**config.mk**
```make
export PLATFORM = sky130hd
export DESIGN_NAME = float_to_int8_affine_quantizer
export DESIGN_NICKNAME = d
export VERILOG_FILES = /design/src/sv/f2i8q_pkg.sv /design/src/sv/float_to_int8_affine_quantizer.sv /design/src/sv/f2i8q_div_stage.sv
export SDC_FILE = /design/constraint.sdc
export NUM_CORES = 2
export LEC_CHECK = 0
export ABC_AREA = 1
export ABC_CLOCK_PERIOD_IN_PS = 44800
export BUFFER_PORTS_ARGS = -buffer_cell sky130_fd_sc_hd__buf_2
export CAP_MARGIN = 40
export CORE_AREA = 3 3 281 491
export CTS_CLUSTER_SIZE = 20
export DETAILED_ROUTE_END_ITERATION = 10
export DIE_AREA = 0 0 284 494
export HOLD_SLACK_MARGIN = 0.03
export PLACE_DENSITY = 0.74
export RECOVER_POWER = 25
export SYNTH_ARGS = -nofsm -noshare
export SYNTH_HDL_FRONTEND = slang
export SYNTH_HIERARCHICAL = 1
export SYNTH_SLANG_ARGS = --single-unit
export TNS_END_PERCENT = 50
```
**constraint.sdc**
```tcl
create_clock -name clock -period 44.8 [get_ports clock]
set_input_delay 2.24 -clock clock [delete_from_list [all_inputs] [get_ports clock]]
set_output_delay 2.24 -clock clock [all_outputs]
set_load 0.05 [all_outputs]
```
**src/sv/f2i8q_pkg.sv**
```systemverilog
package f2i8q_pkg;

   localparam int MANT_W         = 24;
   localparam int EXP_W          = 10;
   localparam int DIV_STAGES     = 7;
   localparam int BITS_PER_STAGE = 4;
   localparam int QUO_W          = DIV_STAGES * BITS_PER_STAGE;
   localparam int REM_W          = MANT_W + 1;
   localparam int STAGES         = DIV_STAGES + 4;
   localparam int MAG_W          = 11;
   localparam int INT_W          = 12;
   localparam int SUM_W          = 13;
   localparam int ZP_W           = 9;

   typedef enum logic [1:0] {
      STATUS_OK        = 2'd0,
      STATUS_BAD_SCALE = 2'd1,
      STATUS_BAD_INPUT = 2'd2
   } status_type;

   typedef enum logic [1:0] {
      REG_SCALE         = 2'd0,
      REG_ZERO_OFFSET   = 2'd1,
      REG_SIGNED_OUTPUT = 2'd2
   } reg_index_type;

   // Status, sign, zero flag and exponent that travel alongside the mantissa data.
   typedef struct packed {
      status_type               status;
      logic                     sign;
      logic                     zero;
      logic signed [EXP_W-1:0]  exp;
   } side_type;

   // Partial remainder, divisor and quotient bits of the mantissa division.
   typedef struct packed {
      logic [REM_W-1:0]  rem;
      logic [MANT_W-1:0] divisor;
      logic [QUO_W-1:0]  quo;
   } div_type;

endpackage

```
**src/sv/float_to_int8_affine_quantizer.sv**
```systemverilog
// Affine quantizer from IEEE binary32 to an 8-bit integer. Each transfer on the
// req channel carries one binary32 element; it is divided by the binary32 scale,
// rounded to binary32 (nearest even), rounded to an integer (ties to even),
// offset by the zero point and saturated to 0..255 or, with signed_output set,
// to -128..127 as a two's-complement byte. Every element gets its own status:
// a scale that is zero, negative, infinite or NaN reports bad scale, and an
// infinite or NaN element reports bad input; the byte is zero on either error.
// The block takes one element per cycle unless rsp stalls with all stages full;
// each element passes through one unpack and normalize stage, seven stages of the
// mantissa divider at four quotient bits each, then a float rounding stage, an
// integer rounding stage and the offset and saturation stage that drives rsp.
// Every stage holds its own valid bit, so a stall on rsp only halts the input
// once all stages are full. The user must write registers through the csr port
// only while no transfer is in flight; the block itself does not enforce this.
module float_to_int8_affine_quantizer (
   input  logic        clock,
   input  logic        reset,
   input  logic        req_valid,
   output logic        req_stall,
   input  logic [31:0] req_value_bits,
   output logic        rsp_valid,
   input  logic        rsp_stall,
   output logic [7:0]  rsp_quantized_byte,
   output logic [1:0]  rsp_status,
   input  logic        csr_write_enable,
   input  logic [1:0]  csr_index,
   input  logic [31:0] csr_write_data
);
   import f2i8q_pkg::*;

   typedef struct packed {
      logic [MANT_W-1:0]       mant;
      logic signed [EXP_W-1:0] exp;
   } norm_type;

   // Unpacks a finite magnitude and shifts its leading one to the top bit.
   function automatic norm_type normalize(input logic [30:0] mag);
      norm_type          n;
      logic [4:0]        lz;
      logic [MANT_W-1:0] m;
      logic signed [EXP_W-1:0] e;
      m  = (mag[30:23] == 8'd0) ? {1'b0, mag[22:0]} : {1'b1, mag[22:0]};
      e  = (mag[30:23] == 8'd0) ? -10'sd126 : ($signed({2'b00, mag[30:23]}) - 10'sd127);
      lz = 5'd0;
      for (int i = 0; i < MANT_W; i++) begin
         if (m[i]) begin
            lz = 5'(MANT_W - 1 - i);
         end
      end
      n.mant = m << lz;
      n.exp  = e - $signed({5'd0, lz});
      return n;
   endfunction

   // Configuration registers.
   logic [31:0]            scale_ff;
   logic signed [ZP_W-1:0] zp_ff;
   logic                   sgn_ff;

   always_ff @(posedge clock) begin
      if (reset) begin
         scale_ff <= 32'h3F80_0000;
         zp_ff    <= '0;
         sgn_ff   <= 1'b0;
      end else if (csr_write_enable) begin
         unique case (reg_index_type'(csr_index))
            REG_SCALE:         scale_ff <= csr_write_data;
            REG_ZERO_OFFSET:   zp_ff    <= $signed(csr_write_data[ZP_W-1:0]);
            REG_SIGNED_OUTPUT: sgn_ff   <= csr_write_data[0];
            default:           ;
         endcase
      end
   end

   // Per-stage valid bits. A stage loads when it is empty or when the stage after
   // it loads, which lets bubbles close up behind a stalled result.
   logic [STAGES-1:0] v_ff;
   logic [STAGES-1:0] v_in;
   logic [STAGES-1:0] stage_load;

   always_comb begin
      stage_load[STAGES-1] = !v_ff[STAGES-1] || !rsp_stall;
      for (int i = STAGES - 2; i >= 0; i--) begin
         stage_load[i] = !v_ff[i] || stage_load[i+1];
      end
      v_in[0] = stage_load[0] ? req_valid : v_ff[0];
      for (int i = 1; i < STAGES; i++) begin
         v_in[i] = stage_load[i] ? v_ff[i-1] : v_ff[i];
      end
   end

   always_ff @(posedge clock) begin
      if (reset) begin
         v_ff <= '0;
      end else begin
         v_ff <= v_in;
      end
   end

   assign req_stall = !stage_load[0];

   // Stage 0: classify, unpack and normalize both operands.
   div_type  div0_in;
   div_type  div0_ff;
   side_type side0_in;
   side_type side0_ff;
   norm_type nv;
   norm_type ns;
   logic     scale_bad;

   always_comb begin
      nv        = normalize(req_value_bits[30:0]);
      ns        = normalize(scale_ff[30:0]);
      scale_bad = scale_ff[31] || (scale_ff[30:0] == 31'd0) || (&scale_ff[30:23]);
      if (scale_bad) begin
         side0_in.status = STATUS_BAD_SCALE;
      end else if (&req_value_bits[30:23]) begin
         side0_in.status = STATUS_BAD_INPUT;
      end else begin
         side0_in.status = STATUS_OK;
      end
      side0_in.sign   = req_value_bits[31] ^ scale_ff[31];
      side0_in.zero   = (req_value_bits[30:0] == 31'd0);
      side0_in.exp    = nv.exp - ns.exp;
      div0_in.rem     = {1'b0, nv.mant};
      div0_in.divisor = ns.mant;
      div0_in.quo     = '0;
   end

   always_ff @(posedge clock) begin
      if (stage_load[0]) begin
         div0_ff  <= div0_in;
         side0_ff <= side0_in;
      end
   end

   // Stages 1 to DIV_STAGES: the pipelined mantissa divider.
   div_type  dd [0:DIV_STAGES];
   side_type sd [0:DIV_STAGES];

   assign dd[0] = div0_ff;
   assign sd[0] = side0_ff;

   for (genvar k = 0; k < DIV_STAGES; k++) begin : g_div
      f2i8q_div_stage u_stage (
         .clock   (clock),
         .load    (stage_load[k+1]),
         .up_div  (dd[k]),
         .up_side (sd[k]),
         .dn_div  (dd[k+1]),
         .dn_side (sd[k+1])
      );
   end

   // Float rounding stage: the quotient lies in (0.5, 2), so its leading one is
   // in one of the top two bits. Round the 24-bit significand to nearest even.
   logic [MANT_W-1:0] fm_in;
   logic [MANT_W-1:0] fm_ff;
   side_type          fs_in;
   side_type          fs_ff;

   always_comb begin
      logic [QUO_W-1:0]  q;
      logic [MANT_W-1:0] s;
      logic              g;
      logic              st;
      logic [MANT_W:0]   s25;
      q     = dd[DIV_STAGES].quo;
      fs_in = sd[DIV_STAGES];
      if (q[QUO_W-1]) begin
         s  = q[QUO_W-1 -: MANT_W];
         g  = q[QUO_W-1-MANT_W];
         st = (|q[QUO_W-2-MANT_W:0]) || (|dd[DIV_STAGES].rem);
      end else begin
         s  = q[QUO_W-2 -: MANT_W];
         g  = q[QUO_W-2-MANT_W];
         st = (|q[QUO_W-3-MANT_W:0]) || (|dd[DIV_STAGES].rem);
         fs_in.exp = sd[DIV_STAGES].exp - 10'sd1;
      end
      s25 = {1'b0, s} + (MANT_W+1)'(g && (st || s[0]));
      if (s25[MANT_W]) begin
         fm_in     = s25[MANT_W:1];
         fs_in.exp = fs_in.exp + 10'sd1;
      end else begin
         fm_in = s25[MANT_W-1:0];
      end
   end

   always_ff @(posedge clock) begin
      if (stage_load[DIV_STAGES+1]) begin
         fm_ff <= fm_in;
         fs_ff <= fs_in;
      end
   end

   // Integer rounding stage. Magnitudes of 1024 and up saturate, since every
   // clamp bound lies well inside that; below one half the result is zero.
   logic signed [INT_W-1:0] t_in;
   logic signed [INT_W-1:0] t_ff;
   status_type              ts_ff;

   always_comb begin
      logic [MANT_W+10:0] x;
      logic [MAG_W-1:0]   mag;
      logic [3:0]         sh;
      x   = '0;
      sh  = 4'(fs_ff.exp + 10'sd1);
      if (fs_ff.zero || (fs_ff.exp < -10'sd1)) begin
         mag = '0;
      end else if (fs_ff.exp >= 10'sd10) begin
         mag = MAG_W'(1024);
      end else begin
         x   = (MANT_W+11)'(fm_ff) << sh;
         mag = x[MANT_W+10:MANT_W] +
               MAG_W'(x[MANT_W-1] && ((|x[MANT_W-2:0]) || x[MANT_W]));
      end
      t_in = fs_ff.sign ? -$signed({1'b0, mag}) : $signed({1'b0, mag});
   end

   always_ff @(posedge clock) begin
      if (stage_load[DIV_STAGES+2]) begin
         t_ff  <= t_in;
         ts_ff <= fs_ff.status;
      end
   end

   // Offset and saturation stage. Clamping before or after the zero point is
   // added gives the same value, so a single clamp to the output range does.
   logic [7:0]  byte_in;
   logic [7:0]  byte_ff;
   status_type  status_ff;

   always_comb begin
      logic signed [SUM_W-1:0] sum;
      logic signed [SUM_W-1:0] lo;
      logic signed [SUM_W-1:0] hi;
      sum = SUM_W'(t_ff) + SUM_W'(zp_ff);
      lo  = sgn_ff ? -13'sd128 : 13'sd0;
      hi  = sgn_ff ? 13'sd127 : 13'sd255;
      if (sum < lo) begin
         sum = lo;
      end else if (sum > hi) begin
         sum = hi;
      end
      byte_in = (ts_ff == STATUS_OK) ? sum[7:0] : 8'd0;
   end

   always_ff @(posedge clock) begin
      if (stage_load[STAGES-1]) begin
         byte_ff   <= byte_in;
         status_ff <= ts_ff;
      end
   end

   assign rsp_valid          = v_ff[STAGES-1];
   assign rsp_quantized_byte = byte_ff;
   assign rsp_status         = status_ff;

   // An error result always carries a zero byte.
   assert property (@(posedge clock) disable iff (reset)
      rsp_valid && (rsp_status != STATUS_OK) |-> rsp_quantized_byte == 8'd0)
      else $error("error result with nonzero byte");

   // The input halts only when every stage is full and the result is stalled.
   assert property (@(posedge clock) disable iff (reset)
      req_stall |-> rsp_valid && rsp_stall && (&v_ff))
      else $error("input stalled while the pipeline has room");

   // The status code is always one of the defined codes.
   assert property (@(posedge clock) disable iff (reset)
      rsp_valid |-> (rsp_status == STATUS_OK) || (rsp_status == STATUS_BAD_SCALE) ||
                    (rsp_status == STATUS_BAD_INPUT))
      else $error("unused status code on output");

endmodule

```
**src/sv/f2i8q_div_stage.sv**
```systemverilog
module f2i8q_div_stage (
   input  logic                clock,
   input  logic                load,
   input  f2i8q_pkg::div_type  up_div,
   input  f2i8q_pkg::side_type up_side,
   output f2i8q_pkg::div_type  dn_div,
   output f2i8q_pkg::side_type dn_side
);
   import f2i8q_pkg::*;

   div_type  div_in;
   div_type  div_ff;
   side_type side_ff;

   // Restoring division, a few quotient bits per stage.
   always_comb begin
      logic              ge;
      logic [MANT_W-1:0] r;
      div_in = up_div;
      for (int b = 0; b < BITS_PER_STAGE; b++) begin
         ge = div_in.rem >= {1'b0, div_in.divisor};
         r  = ge ? (div_in.rem[MANT_W-1:0] - div_in.divisor) : div_in.rem[MANT_W-1:0];
         div_in.rem = {r, 1'b0};
         div_in.quo = {div_in.quo[QUO_W-2:0], ge};
      end
   end

   always_ff @(posedge clock) begin
      if (load) begin
         div_ff  <= div_in;
         side_ff <= up_side;
      end
   end

   assign dn_div  = div_ff;
   assign dn_side = side_ff;

endmodule

```
* Word level (Yosys, flattened, before mapping)
Cells that the tools add are included.
Word-level totals: output and inout bits 12, bits in registers 699, logic and storage cells 306, bits of input ports 71
Operators by class: bitwise gates (word level) 1, shifts and indexed selects 3, equal/unequal tests 2, mux-type cells 94, reductions and logical operators 48, $lt $le $gt $ge 32, add/subtract/negate cells 40
Operators with widths (number):
- 2-to-1 mux 24 bit | 31
- greater-or-equal comparator 25 x 24 -> 1 bit | 27
- subtractor 24 bit | 28
- 2-to-1 mux 5 bit | 48
- zero test 31 bit | 2
- left shift 24 x 5 -> 24 bit | 2
- 2-to-1 mux 10 bit | 4
- left shift 24 x 4 -> 35 bit | 1
- 2-to-1 mux 11 bit | 3
- adder 24 x 1 -> 25 bit | 1
- greater-or-equal comparator 24 bit | 1
- 2-to-1 mux 8 bit | 3
- OR reduction 24 bit | 1
- 2-to-1 mux 23 bit | 1
- OR reduction 23 bit | 1
- subtractor 10 x 6 -> 10 bit | 2
- logical OR 1 bit | 18
- subtractor 8 x 7 -> 9 bit (second input constant) | 2
- zero test 8 bit | 2
- AND reduction 8 bit | 2
- adder 12 x 9 -> 13 bit | 1
- > comparator 13 x 9 -> 1 bit | 1
- zero test 1 bit | 13
- < comparator 13 bit | 1
- other kinds (19) | 24

* Depth between registers and ports, before layout
depth after elaboration 28, gate-level depth with buffers 65, gate-level depth less buffers 61

* Cells and area by module
Netlist, hierarchy kept.
Modules (own cells, without submodules):
- f2i8q_div_stage (g_div[1].u_stage ...) | sequential area each 2702.6 µm², cells each 1382, area an instance 9655.5 µm², instances 4
- float_to_int8_affine_quantizer | sequential area each 4784.6 µm², cells each 1821, area an instance 13091.3 µm², instances 1
- f2i8q_div_stage (g_div[3].u_stage) | sequential area each 2702.6 µm², cells each 1389, area an instance 9619.2 µm², instances 1
- f2i8q_div_stage (g_div[2].u_stage) | sequential area each 2702.6 µm², cells each 1355, area an instance 9603.0 µm², instances 1
- f2i8q_div_stage (g_div[0].u_stage) | sequential area each 2702.6 µm², cells each 1343, area an instance 9484.1 µm², instances 1

* Worst setup path before layout
Ideal clock, no wire load.
path type input to output, start point input port rsp_stall, end point output port req_stall, arrival time 18050 ps, cell stages on the path 20, required time 42560 ps, buffers on the path 0, path slack 24510 ps, cells stage by stage nand2_1 > nor2_1 > inv_1 > nor2_1 > inv_1 > nor2_1 > inv_1 > nor2_1 > inv_1 > nor2_1 > inv_1 > nor2_1 > inv_1 > nor2_1 > inv_1 > nor2_1 > inv_1 > nor2_1 > inv_1 > nor2_1
On the way: word-level cells in the longest chain between the ends 13
RTL lines:
- from (decl) | line float_to_int8_affine_quantizer.sv:22 | input logic rsp_stall,
- zero test 1 bit | line float_to_int8_affine_quantizer.sv:82 | stage_load[STAGES-1] = !v_ff[STAGES-1] || !rsp_stall;
- logical OR 1 bit | line float_to_int8_affine_quantizer.sv:82
- logical OR 1 bit | line float_to_int8_affine_quantizer.sv:84 | stage_load[i] = !v_ff[i] || stage_load[i+1];
- net stage_load[9] | line float_to_int8_affine_quantizer.sv:79 | logic [STAGES-1:0] stage_load;
- logical OR 1 bit | line float_to_int8_affine_quantizer.sv:84
- net stage_load[8] | line float_to_int8_affine_quantizer.sv:79
- logical OR 1 bit | line float_to_int8_affine_quantizer.sv:84
- net stage_load[7] | line float_to_int8_affine_quantizer.sv:79
- (+1 left out)
- net stage_load[6] | line float_to_int8_affine_quantizer.sv:79
- (+1 left out)
- net stage_load[5] | line float_to_int8_affine_quantizer.sv:79
- (+1 left out)
- net stage_load[4] | line float_to_int8_affine_quantizer.sv:79
- logical OR 1 bit | line float_to_int8_affine_quantizer.sv:84
- net stage_load[3] | line float_to_int8_affine_quantizer.sv:79
- logical OR 1 bit | line float_to_int8_affine_quantizer.sv:84
- net stage_load[2] | line float_to_int8_affine_quantizer.sv:79
- logical OR 1 bit | line float_to_int8_affine_quantizer.sv:84
- net stage_load[1] | line float_to_int8_affine_quantizer.sv:79
- logical OR 1 bit | line float_to_int8_affine_quantizer.sv:84
- zero test 1 bit | line float_to_int8_affine_quantizer.sv:100 | assign req_stall = !stage_load[0];
- to (decl) | line float_to_int8_affine_quantizer.sv:19 | output logic req_stall,
The timed path passes the listed nets, and every way through them passes these cells.

==> metrics.txt <==
Avg WL per Cell=22.2 um; clk sinks=699; first-pass GRT wire length=438 mm; Max clock buf depth=3; Most common cell on crit path=nand2_1; PortBufs=82; Worst Hold Class=reg2reg; Reg2Reg Depth=50; Fin Clk Skew=0.0524 ns; Via Count=79.0k; H-tree lvl count=3; Final Max Slew Viols=0; Mapped Cells=11.3k; DRC Markers=0; antenna viol nets, final=0; Initial Util=57.5%; placed cell count=13.0k; Via density=5.99; Hold Crit Start=g_div[2].u_stage/dn_side[4]; CP endpoint kind=flop; largest net degree at the start of global routing=68; Iter 0 DRT Violations=6828; Die H=494 um; Post-CTS Hold Buffers=0; outcome=finished, final reports clean; Total GRT Usage=40.5%; Max Cap Viol=0; reg2reg start=g_div[4].u_stage/dn_div[45]; clk root buf=clkbuf_16; Die Area=0.140 mm2; Worst Tran Pin Value=1.11 ns; highest-count cells in the layout ignoring fill and taps=nand2_1, inv_1, nand3_1, nor2_1, a21oi_1; kind of critical path=reg2reg; Final Hold Fails=0; total congestion overflow=0; # fillers=12.8k; highest clock rate=0.0858 GHz; CP Max Fanout=31; worst path required time=45.33 ns; Reg-to-Reg End=g_div[5].u_stage/dn_div[58]; Post-layout nets=12.1k; Max stage delay on crit path=0.78 ns; # IOs=83; worst hold path depth=0; relative slew slack=26.2%; crit path max-delay cell type=o21ai_0; share of layout cells above drive strength 1=5.82%; Routed WL=293 mm; Ys Warns=6; syn avg cell area=6.81 um2; Syn-to-layout area delta=5.34%; Worst Hold Endpoint=g_div[3].u_stage/dn_side[4]; initial antenna violation count=16; Setup TNS=0 ns; final worst-path cycle share=26.0%; WP data arrival=12.18 ns; core area=0.134 mm2; Startpoint Class=flop; Rows=178; Final Non-Filler Cells=13.2k; RSZ-0062 raised after global routing=no; Cell Area, Synth=0.0772 mm2; setup bufs post-CTS=0; setup slack, reg-to-reg=33.15 ns; worst-skew pair later-pin latency=0.73 ns; minimum clock period=11.65 ns; Chip Width=284 um; CTS tree=done; vias in the first global route=78.2k; total CTS buffers=73; GPL Wtd Cong=1.14; DRT Pass-1 Iters=7; Final HPWL DP=238 mm; Worst-path clk slew=0.07 ns; final setup vio count=0; CTS resizes=0; commonest non-fill, non-tap cell in the layout=nand2_1
==> layer usage <==
metal,up-vias,wire [um],track usage [%],share of wire (%)
met3,1511,18400,7.25,6.3
met2,3652,144000,72.6,49
met5,-,16,0,0.0055
met4,4,35500,41.0,12
met1,36354,94600,37.8,32
li1,37499,-,-,-
==> worst max-delay path by stage <==
| stage | from | end |
|---|---|---|
| 5_1_grt | g_div[4].u_stage/dn_div[45] | g_div[5].u_stage/dn_div[58] |
| 6_report | g_div[4].u_stage/dn_div[45] | g_div[5].u_stage/dn_div[58] |
| 2_1_floorplan | rsp_stall | req_stall |
| 3_3_place_gp | g_div[4].u_stage/dn_div[45] | g_div[5].u_stage/dn_div[59] |
| 4_1_cts | g_div[4].u_stage/dn_div[45] | g_div[5].u_stage/dn_div[58] |
| 3_5_place_dp | g_div[4].u_stage/dn_div[45] | g_div[5].u_stage/dn_div[58] |
==> critical path: cells and delay by family, from the launching register on <==
family,cells,cell delay (ns)
AO/OA/AOI/OAI,7,2.23
adder cells (fa/ha/maj),4,1.46
buffers and inverters,7,1.61
flip-flops,1,0.76
AND/OR/NAND/NOR,32,5.34
==> stage by stage <==
stage	setup WS [ns]	hold slack [ns]	cell area [um2]	util, %
floorplan	26.78	0.400	77200	-
global placement	32.87	0.400	78600	58.5
detailed placement	33.33	0.405	78700	58.6
CTS	33.27	0.413	81300	60.5
global route	32.54	0.422	81300	60.5
finish	33.15	0.415	81300	60.5
==> flip-flops by register name, indices dropped and copies added (netlist names) <==
signal	cells
dd	48
fm_ff	24
fs_ff	14
g_div.u_stage/dn_div	424
g_div.u_stage/dn_side	98
rsp_quantized_byte	8
rsp_status	2
scale_ff	32
sd	14
sgn_ff	1
t_ff	12
ts_ff	2
v_ff	11
zp_ff	9
==> final cells by class <==
class	instances	area, um2	area share, %
diodes	12	30.0	0.0369
clock buffers	86	1910	2.34
clock inverters	48	693	0.853
inverters	1486	5600	6.88
multi-input cells	8939	49700	61.1
flip-flops and latches	699	20500	25.2
well taps	1800	2250	2.77
repair buffers	119	698	0.859
Power is left out: the tool's default activity adds up to more than one toggle a clock period on the data nets, which glitch-free logic cannot reach.
